### config.mk
export PLATFORM = sky130hd
export DESIGN_NAME = button_click_hold_classifier
export DESIGN_NICKNAME = d
export VERILOG_FILES = /design/src/rtl/bchc_pkg.sv /design/src/rtl/bchc_core.sv /design/src/rtl/button_click_hold_classifier.sv
export VERILOG_INCLUDE_DIRS = /design/src /design/src/rtl
export SDC_FILE = /design/constraint.sdc
export NUM_CORES = 1
export LEC_CHECK = 0
export BUFFER_PORTS_ARGS = -buffer_cell sky130_fd_sc_hd__buf_2
export CAP_MARGIN = 30
export CORE_MARGIN = 3
export CORE_UTILIZATION = 45
export CTS_CLUSTER_SIZE = 20
export DETAILED_ROUTE_END_ITERATION = 8
export PLACE_DENSITY = 0.66
export SYNTH_ARGS = -nofsm -noshare
export SYNTH_HDL_FRONTEND = slang
export SYNTH_HIERARCHICAL = 1
export SYNTH_SLANG_ARGS = --single-unit
### constraint.sdc
create_clock -name clock -period 5.75 [get_ports clock]
set_clock_uncertainty 0.1 [all_clocks]
set_input_delay 1.15 -clock clock [delete_from_list [all_inputs] [get_ports clock]]
set_output_delay 1.15 -clock clock [all_outputs]
set_load 0.01 [all_outputs]
### src/rtl/button_click_hold_classifier_macros.svh
// ---------------------------------------------------------------------------
// Button click/hold classifier: assertion macros
// Concurrent check wrappers sampled on the block clock, held off in reset.
// ---------------------------------------------------------------------------
`ifndef BUTTON_CLICK_HOLD_CLASSIFIER_MACROS_SVH
`define BUTTON_CLICK_HOLD_CLASSIFIER_MACROS_SVH

// Check that a condition holds at every clock edge outside reset.
`define BCHC_ASSERT(lbl, cond, msg) \
   lbl: assert property (@(posedge clock) disable iff (reset) (cond)) else $error(msg);

// Check that a consequent follows an antecedent in the next cycle.
`define BCHC_ASSERT_NEXT(lbl, ante, cons, msg) \
   lbl: assert property (@(posedge clock) disable iff (reset) (ante) |=> (cons)) else $error(msg);

`endif

### src/rtl/bchc_pkg.sv
// ---------------------------------------------------------------------------
// Button click/hold classifier package
// Shared widths, operation codes and state, config and result types.
// ---------------------------------------------------------------------------
`timescale 1ns / 1ps

package bchc_pkg;

   localparam int TICK_W   = 7;
   localparam int COUNT_W  = 4;
   localparam int KIND_W   = 3;
   localparam int MODE_W   = 3;
   localparam int INDEX_W  = 2;

   localparam logic [COUNT_W-1:0] MAX_CLICKS     = 4'd10;
   localparam logic [COUNT_W-1:0] MAX_HOLD_KIND  = 4'd4;

   // Operation codes carried in the request tuser
   localparam logic [MODE_W-1:0] MODE_KEY      = 3'd0;
   localparam logic [MODE_W-1:0] MODE_TICK     = 3'd1;
   localparam logic [MODE_W-1:0] MODE_EVAL     = 3'd2;
   localparam logic [MODE_W-1:0] MODE_CLICKS   = 3'd3;
   localparam logic [MODE_W-1:0] MODE_LONG     = 3'd4;

   // Register indexes on the csr port
   localparam logic [INDEX_W-1:0] REG_LONG_PRESS   = 2'd0;
   localparam logic [INDEX_W-1:0] REG_CLICK_WINDOW = 2'd1;
   localparam logic [INDEX_W-1:0] REG_ACTIVE_HIGH  = 2'd2;

   localparam logic [TICK_W-1:0] LONG_PRESS_RESET   = 7'd16;
   localparam logic [TICK_W-1:0] CLICK_WINDOW_RESET = 7'd4;

   localparam int REQ_DATA_W = 8;
   localparam int RSP_DATA_W = 16;

   typedef struct packed {
      logic [TICK_W-1:0] long_press_ticks;
      logic [TICK_W-1:0] click_window_ticks;
      logic              active_high;
   } cfg_type;

   typedef struct packed {
      logic               pressed;
      logic               press_run;
      logic [TICK_W-1:0]  press_ticks;
      logic               window_run;
      logic [TICK_W-1:0]  window_ticks;
      logic [COUNT_W-1:0] burst_count;
      logic               burst_done;
      logic               long_seen;
      logic               long_pending;
      logic [KIND_W-1:0]  hold_kind;
   } state_type;

   typedef struct packed {
      logic               any_hold;
      logic [KIND_W-1:0]  hold_clicks;
      logic               hold_active;
      logic               long_press_event;
      logic [COUNT_W-1:0] click_count;
      logic               key_down;
   } result_type;

   localparam state_type STATE_RESET = '{
      pressed: 1'b0, press_run: 1'b0, press_ticks: '0, window_run: 1'b0,
      window_ticks: '0, burst_count: '0, burst_done: 1'b0, long_seen: 1'b0,
      long_pending: 1'b0, hold_kind: '0
   };

endpackage

### src/rtl/bchc_core.sv
// ---------------------------------------------------------------------------
// Button click/hold classifier: update logic
// Next state and result for one transaction, from current state and config.
// ---------------------------------------------------------------------------
`timescale 1ns / 1ps

module bchc_core (
   input  bchc_pkg::state_type             state_cur,
   input  bchc_pkg::cfg_type               cfg,
   input  logic [bchc_pkg::MODE_W-1:0]     mode,
   input  logic                            key_level,
   input  logic                            consume,
   output bchc_pkg::state_type             state_nxt,
   output bchc_pkg::result_type            result
);
   import bchc_pkg::*;

   state_type          s;
   logic [COUNT_W-1:0] clicks;
   logic               longev;
   logic               down;
   logic [TICK_W-1:0]  held;
   logic [COUNT_W-1:0] n;

   always_comb begin
      s      = state_cur;
      clicks = '0;
      longev = 1'b0;
      down   = cfg.active_high ? key_level : ~key_level;
      held   = state_cur.press_ticks;
      n      = state_cur.burst_count;

      unique case (mode)
         MODE_KEY: begin
            if (down) begin
               s.pressed = 1'b1;
               if (s.window_run) s.window_ticks = '0;
               if (!s.press_run) begin
                  s.press_run   = 1'b1;
                  s.press_ticks = '0;
               end
            end else begin
               s.pressed     = 1'b0;
               s.press_run   = 1'b0;
               s.press_ticks = '0;
               if (s.long_seen || (s.hold_kind != '0)) begin
                  // release after a hold: no click
                  s.hold_kind = '0;
                  s.long_seen = 1'b0;
               end else if (held < cfg.long_press_ticks) begin
                  if (s.burst_count < MAX_CLICKS) s.burst_count = s.burst_count + COUNT_W'(1);
                  s.window_run   = 1'b1;
                  s.window_ticks = '0;
               end
            end
         end
         MODE_TICK: begin
            if (!s.press_run) s.press_ticks = '0;
            else if (s.press_ticks < cfg.long_press_ticks)
               s.press_ticks = s.press_ticks + TICK_W'(1);
            if (!s.window_run) s.window_ticks = '0;
            else if (s.window_ticks < cfg.click_window_ticks)
               s.window_ticks = s.window_ticks + TICK_W'(1);
         end
         MODE_EVAL: begin
            if (s.pressed && s.window_run) s.window_ticks = '0;
            if (s.pressed && s.press_run && (s.press_ticks == cfg.long_press_ticks)) begin
               if (n != '0) begin
                  // click-then-hold: drop the burst, bursts above four give no kind
                  s.window_run   = 1'b0;
                  s.window_ticks = '0;
                  s.burst_done   = 1'b0;
                  s.burst_count  = '0;
                  s.long_seen    = 1'b0;
                  s.long_pending = 1'b0;
                  s.hold_kind    = (n <= MAX_HOLD_KIND) ? n[KIND_W-1:0] : '0;
               end else begin
                  s.hold_kind    = '0;
                  s.long_pending = 1'b1;
                  s.long_seen    = 1'b1;
               end
               s.press_run   = 1'b0;
               s.press_ticks = '0;
            end
            if (!s.pressed && s.window_run && (s.window_ticks == cfg.click_window_ticks)) begin
               s.window_run   = 1'b0;
               s.window_ticks = '0;
               if (!s.long_seen) s.burst_done = 1'b1;
               else              s.long_seen  = 1'b0;
            end
         end
         MODE_CLICKS: begin
            if (!s.long_seen && s.burst_done) begin
               clicks = s.burst_count;
               if (consume) begin
                  s.burst_done  = 1'b0;
                  s.burst_count = '0;
               end
            end
         end
         MODE_LONG: begin
            longev         = s.long_pending;
            s.long_pending = 1'b0;
         end
         default: begin
         end
      endcase

      state_nxt                 = s;
      result.key_down           = s.pressed;
      result.click_count        = clicks;
      result.long_press_event   = longev;
      result.hold_active        = s.long_seen;
      result.hold_clicks        = s.hold_kind;
      result.any_hold           = s.long_seen || (s.hold_kind != '0);
   end

endmodule

### src/rtl/button_click_hold_classifier.sv
// A transaction accepted at one edge shows its result after that edge.
// Throughput: one transaction per cycle unless the response stalls; the state update
//   is a single pass of flag and counter logic between state and result registers.
// Reset: synchronous, active high; clears the classifier state, empties the result
//   register and loads the register defaults (long press 16, window 4, active low).
`timescale 1ns / 1ps
`include "button_click_hold_classifier_macros.svh"
// ---------------------------------------------------------------------------
// Button click/hold classifier
// Sorts key activity into click bursts, long press and click-then-hold.
// ---------------------------------------------------------------------------

module button_click_hold_classifier (
   input  logic                                clock,
   input  logic                                reset,
   // request stream
   input  logic                                req_tvalid,
   output logic                                req_tready,
   input  logic [bchc_pkg::REQ_DATA_W-1:0]     req_tdata,  // [0] key_level, [1] consume
   input  logic [bchc_pkg::MODE_W-1:0]         req_tuser,  // [2:0] mode
   // response stream
   output logic                                rsp_tvalid,
   input  logic                                rsp_tready,
   output logic [bchc_pkg::RSP_DATA_W-1:0]     rsp_tdata,  // [0] key_down,
                                                           // [4:1] click_count,
                                                           // [5] long_press_event,
                                                           // [6] hold_active,
                                                           // [9:7] hold_clicks,
                                                           // [10] any_hold
   // register write channel
   input  logic                                csr_valid,
   output logic                                csr_ready,
   input  logic [bchc_pkg::INDEX_W-1:0]        csr_index,
   input  logic [bchc_pkg::TICK_W-1:0]         csr_data
);
   import bchc_pkg::*;

   localparam int RES_W = $bits(result_type);

   cfg_type    cfg_ff, cfg_in;
   state_type  state_ff, state_in;
   result_type res_ff, res_in;
   logic       rsp_valid_ff, rsp_valid_in;
   logic       req_fire;
   state_type  core_state;
   result_type core_result;

   // Accept while the result register is empty or being drained this cycle
   assign req_tready = ~rsp_valid_ff | rsp_tready;
   assign req_fire   = req_tvalid & req_tready;
   assign csr_ready  = 1'b1;

   bchc_core u_core (
      .state_cur (state_ff),
      .cfg       (cfg_ff),
      .mode      (req_tuser),
      .key_level (req_tdata[0]),
      .consume   (req_tdata[1]),
      .state_nxt (core_state),
      .result    (core_result)
   );

   // Register writes; an index beyond the list is dropped
   always_comb begin
      cfg_in = cfg_ff;
      if (csr_valid && csr_ready) begin
         unique case (csr_index)
            REG_LONG_PRESS:   cfg_in.long_press_ticks   = csr_data;
            REG_CLICK_WINDOW: cfg_in.click_window_ticks = csr_data;
            REG_ACTIVE_HIGH:  cfg_in.active_high        = csr_data[0];
            default: begin
            end
         endcase
      end
   end

   // Advance state and load the result on every accepted transaction
   always_comb begin
      state_in     = state_ff;
      res_in       = res_ff;
      rsp_valid_in = rsp_valid_ff & ~rsp_tready;
      if (req_fire) begin
         state_in     = core_state;
         res_in       = core_result;
         rsp_valid_in = 1'b1;
      end
   end

   always_ff @(posedge clock) begin
      if (reset) begin
         cfg_ff.long_press_ticks   <= LONG_PRESS_RESET;
         cfg_ff.click_window_ticks <= CLICK_WINDOW_RESET;
         cfg_ff.active_high        <= 1'b0;
         state_ff                  <= STATE_RESET;
         rsp_valid_ff              <= 1'b0;
      end else begin
         cfg_ff       <= cfg_in;
         state_ff     <= state_in;
         rsp_valid_ff <= rsp_valid_in;
      end
   end

   // Result payload holds without reset
   always_ff @(posedge clock) begin
      res_ff <= res_in;
   end

   assign rsp_tvalid = rsp_valid_ff;
   assign rsp_tdata  = {{(RSP_DATA_W-RES_W){1'b0}}, res_ff};

   // Checks
   `BCHC_ASSERT(a_hold_exclusive, !(state_ff.long_seen && (state_ff.hold_kind != '0)), "plain long press and click-hold both active")
   `BCHC_ASSERT(a_counts_in_range, (state_ff.burst_count <= MAX_CLICKS) && ({1'b0, state_ff.hold_kind} <= MAX_HOLD_KIND), "burst count or hold kind out of range")
   `BCHC_ASSERT(a_any_hold_flag, !rsp_valid_ff || (res_ff.any_hold == (res_ff.hold_active || (res_ff.hold_clicks != '0))), "any_hold disagrees with hold flags")
   `BCHC_ASSERT_NEXT(a_result_follows, req_fire, rsp_valid_ff, "accepted transaction produced no result")

endmodule

Yosys cells after proc, flatten, opt, wreduce, memory -nomap -nowiden
Cells that the tools add are included.

word-level totals
  register bits = 54
  bits in latches = 0
  memory bits (writable) = 0
  bits in read-only memories = 0
  output and inout port bits = 19
  word-level logic and storage cells = 126
  memories = 0

cells by class
  add/sub/neg operators = 3
  $mul = 0
  div/mod/pow operators = 0
  $lt $le $gt $ge = 4
  equality and inequality tests = 22
  shifts and indexed selects = 0
  multiplexer cells = 40
  bitwise operators = 6
  reductions and logical operators = 31

operators with widths
  kind                                                                     number
  7-bit 2-to-1 mux                                                         8
  26-bit 2-to-1 mux                                                        2
  7-bit one-hot mux with 3 select lines                                    2
  12-bit 2-to-1 mux                                                        2
  5-bit 2-to-1 mux                                                         3
  7-bit by 1-bit adder with 7-bit output, second input constant            2
  7-bit equality test                                                      2
  7-bit < comparator                                                       2
  13-bit 2-to-1 mux                                                        1
  4-bit one-hot mux with 3 select lines                                    1
  3-bit nonzero test                                                       4
  2-bit by 1-bit inequality test with 1-bit output, second input constant  5
  1-bit one-hot mux with 2 select lines                                    5
  10-bit AND reduction                                                     1
  5-bit AND reduction                                                      2
  3-bit 2-to-1 mux                                                         3
  9-bit 2-to-1 mux                                                         1
  3-bit by 2-bit inequality test with 1-bit output, second input constant  3
  4-bit 2-to-1 mux                                                         2
  8-bit 2-to-1 mux                                                         1
  2-bit AND reduction                                                      4
  1-bit 2-to-1 mux                                                         7
  3-bit by 2-bit equality test with 1-bit output, second input constant    2
  1-bit logical AND                                                        6
  24 further kinds                                                         35

Depth between registers and ports, before layout
  word-level depth = 10
  mapped depth = 12
  gate-level depth less buffers = 11

Modules after synthesis
Netlist, hierarchy kept.

modules (own cells, without submodules)
  module                        times used  cells an instance  area an instance (um^2)
  button_click_hold_classifier  1           201                2,482.4
  bchc_core                     1           225                1,463.9

Least setup slack after synthesis
No wires, ideal clock.

  kind = input to output
  start = input port rsp_tready
  end = output port req_tready
  arrival = 1,576 ps
  data required time = 4,500 ps
  slack = 2,924 ps
  stages = 3
  path through = nand2b_4 > buf_12 > buf_12

between the ends
  word-level cells in the longest chain between the ends = 1

ends and longest elaborated chain
  item                line                                source
  start: declaration  button_click_hold_classifier.sv:23  input logic rsp_tready,
  1-bit OR            button_click_hold_classifier.sv:49  assign req_tready = ~rsp_valid_ff | rsp_tready;
  end: declaration    button_click_hold_classifier.sv:18  output logic req_tready,

No other way between the ends.

Final worst setup path
Ends and elaborated chain as after synthesis.

==> run summary <==
Post-Route Setup TNS -> 0 ps
Core footprint -> 0.00838 mm²
RSZ-0062 raised after global routing -> false
Most instantiated cells after synthesis -> 43 x dfxtp_1, 30 x nor2_1, 27 x a21bo_1, 27 x a21oi_2, 27 x nand3_2
Iteration-0 DRC Markers -> 92
Total congestion overflow after global routing -> 0
Pins Over Slew Limit -> 0
Sequential area share after synthesis -> 0.302
Reg2reg path depth -> 11
DP HPWL -> 5670 µm
Worst-path maximum fanout -> 57
Maximum resistive drop on vdd -> 0.128 mV
Nature of the critical path startpoint -> input port
Residual antenna-violating net count after detailed routing -> 0
Comb pwr share -> 0.116
Library cell with the highest instance count after synthesis -> dfxtp_1
H-Tree Depth -> 2
Clock Sinks -> 54
Pre-CTS setup slack -> 2360 ps
Number of detailed-routing iterations run before antenna repair -> 5
Fill cell instance count of the final layout -> 805
Cell taking the most area after synthesis -> dfxtp_1
Top-level port count -> 44
Synth Flop Type -> dfxtp_1
Number of buffers on the longest clock path -> 2
Min setup slack post-route -> 2380 ps
Clock transition at the register clock pins on the worst setup and hold paths after CTS -> 100 ps
Via count of the first global-routing pass -> 2798
CTS tree -> built
Yosys warning count -> 6
Max cap viols -> 0
Share of async-settable or async-resettable flops after synthesis -> 0
Share of the clock period used by the worst path after layout -> 0.587
Post-synthesis average cell area -> 9.26 µm²
Placed Area -> 0.00395 mm²
Combinational family with the most area after synthesis -> compound AO/OA/AOI/OAI gates
Port-buffer cells -> 31
Net load switching power -> 202 µW
CTS Buf Count -> 5
DR DRC count -> 0
Share of the synthesized area in compound gates (AO/OA/AOI/OAI) -> 0.258
Number of distinct standard cells referenced by the synthesized netlist -> 58
Worst Min Path Start -> cfg_ff[4]
Wire length of the first global-routing pass -> 13500 µm
Adder and majority cell fraction of the synthesized area -> 0.0539
Worst reg-to-reg setup slack -> 2800 ps
Total Power -> 752 µW
Cell types with the largest area share after synthesis -> dfxtp_1 22%, edfxtp_1 8.4%, a21bo_1 6.8%, nand3_2 6.8%, a21oi_2 6.0%
Cts hold-fix bufs -> 0
Total routing usage reported by global routing -> 0.164
Hold Crit Depth -> 2
DIE WIDTH -> 99.6 µm
Final standard cell area without fillers -> 0.00407 mm²
Critical Path RT -> 4500 ps
Root buffer selected by CTS -> clkbuf_8
Simple-Gate Fraction of Synth Area -> 0.225
Total Routed Length -> 8020 µm
Share of power burned in the clock network -> 0.354
Switching share of total power -> 0.268
Kind of end point of the critical path -> primary output
Antenna diode instance count -> 0
Worst EP arrival -> 2120 ps
Initial core utilization -> 0.471
Synthesized instance count -> 426
Post-CTS Setup Repair Bufs -> 0
Share of synthesized area spent on multiplexers -> 0.0355
Reg-to-reg startpoint -> state_ff[7]
Clock network latency to the later pin of the worst-skew pair -> 320 ps
End point of the worst hold path -> cfg_ff[4]
Number of resized instances in the post-cts repair step -> 0
Time the worst path needs with I/O delays and setup -> 3370 ps
Vias per Instance -> 5.60
Sequential group share of total power -> 0.530
Final Setup Violations -> 0
Cell count after placement -> 531
Type of the worst setup path -> in -> out
Flip-flop and latch count after synthesis -> 54
Antenna violations before repair -> 0
Floorplan die height -> 99.6 µm
Routed WL per cell -> 14.9 µm
Area Overhead vs Synth -> 3.08%
Final hold vios -> 0
Leakage power of the design -> 0.00140 µW
Reg-to-reg critical path endpoint -> state_ff[14]
Status -> complete, no violations
Global placement routability congestion -> 0.849
Final #Nets -> 475
Number of synthesized flops with an enable pin -> 11
Via count -> 3020
Timing-limited maximum frequency -> 296 MHz
Area of the die -> 0.00993 mm²
Largest net degree at the start of global routing -> 58
Number of standard cells in the layout, taps in and fillers out -> 539
Slew at the pin closest to its max-slew limit -> 770 ps
Pwr per Cell Area -> 185 mW/mm²
Hold crit path type -> reg -> reg
Launch point of the critical path -> rsp_tready
Internal Power -> 551 µW
Share of final-layout standard cells stronger than drive strength 1 -> 0.240
Fraction of post-synthesis cell area in the top cell type by area -> 0.218
Worst slew slack as a fraction of its limit -> 0.479
Number of rows in the core area -> 33
Post-synthesis instance area -> 0.00395 mm²
Fraction of synthesized cell area in xor and xnor cells -> 0.0222
-- logic make-up (layout without fill, tap and decap cells) --
kind of cell	count (synthesis)	after routing
compound gates	124	124
xor+xnor	10	10
fa+ha+maj	17	17
buf+inv	58	62
flops	54	54
mux	14	14
other cells	2	6
simple gates	147	147
-- through the flow --
step	util	hold slack, ps
floorplan	-	360
global placement	0.469	378
detailed placement	0.472	385
finish	0.485	406
CTS	0.485	410
global route	0.485	433
-- sequential cells by signal (all words and copies together), names as in the netlist --
register,cells
rsp_tdata,11
rsp_tvalid,1
cfg_ff,15
state_ff,27
-- worst max path at each step --
| stage | to | slack (ps) | depth (start not counted) |
|---|---|---|---|
| after detailed placement | req_tready | 2360 | 3 |
| final | req_tready | 2380 | 3 |
| after CTS | req_tready | 2370 | 3 |
| after floorplan | req_tready | 2920 | 3 |
| after global routing | req_tready | 2320 | 3 |
| after global placement | req_tready | 2410 | 3 |
-- area by class of cell --
| type | instances | area [µm²] | share of cell area |
|---|---|---|---|
| well taps | 105 | 131 | 0.0323 |
| flip-flops and latches | 54 | 1190 | 0.293 |
| inverters | 21 | 78.8 | 0.0194 |
| repair buffers | 33 | 183 | 0.0449 |
| multi-input cells | 318 | 2370 | 0.583 |
| clock inverters | 3 | 45.0 | 0.0111 |
| clock buffers | 5 | 68.8 | 0.0169 |
-- worst max-delay path, stage by stage --
cell      delay [ps]
buf_2             80
nand2b_4         620
buf_2            260
-- routing by layer --
metal / global-route usage / part of all wire / up-vias
met2: 0.274 / 0.47 / 57
li1: - / - / 1520
met4: 0.0431 / 0.012 / 0
met5: 0 / 0 / -
met1: 0.218 / 0.48 / 1431
met3: 0.0281 / 0.034 / 12
-- power by group through the flow --
stage | clock, µW | combinational (µW) | sequential, µW
2_1_floorplan | 0 | 73.6 | 409
3_3_place_gp | 0 | 83.7 | 407
3_5_place_dp | 0 | 86.9 | 407
4_1_cts | 274 | 87.3 | 399
5_1_grt | 286 | 95.9 | 400
6_report | 266 | 87.4 | 398
-- cells in the final DEF (no fill, tap or decap), drive strengths merged, types with 3 or more instances in the layout --
cell type,instances
nand2,26
and2,5
clkbuf,5
nand2b,3
inv,21
mux2i,14
a21oi,41
o2bb2ai,7
a21o,4
nand3,45
buf,33
a21bo,27
nor4,4
nand3b,5
nor3b,3
xnor2,9
dfxtp,43
o21a,4
o21ai,24
or3,4
conb,6
nor2,30
ha,17
nor3,10
a32o,4
edfxtp,11
Note: power is estimated with default switching activity, not from simulation.
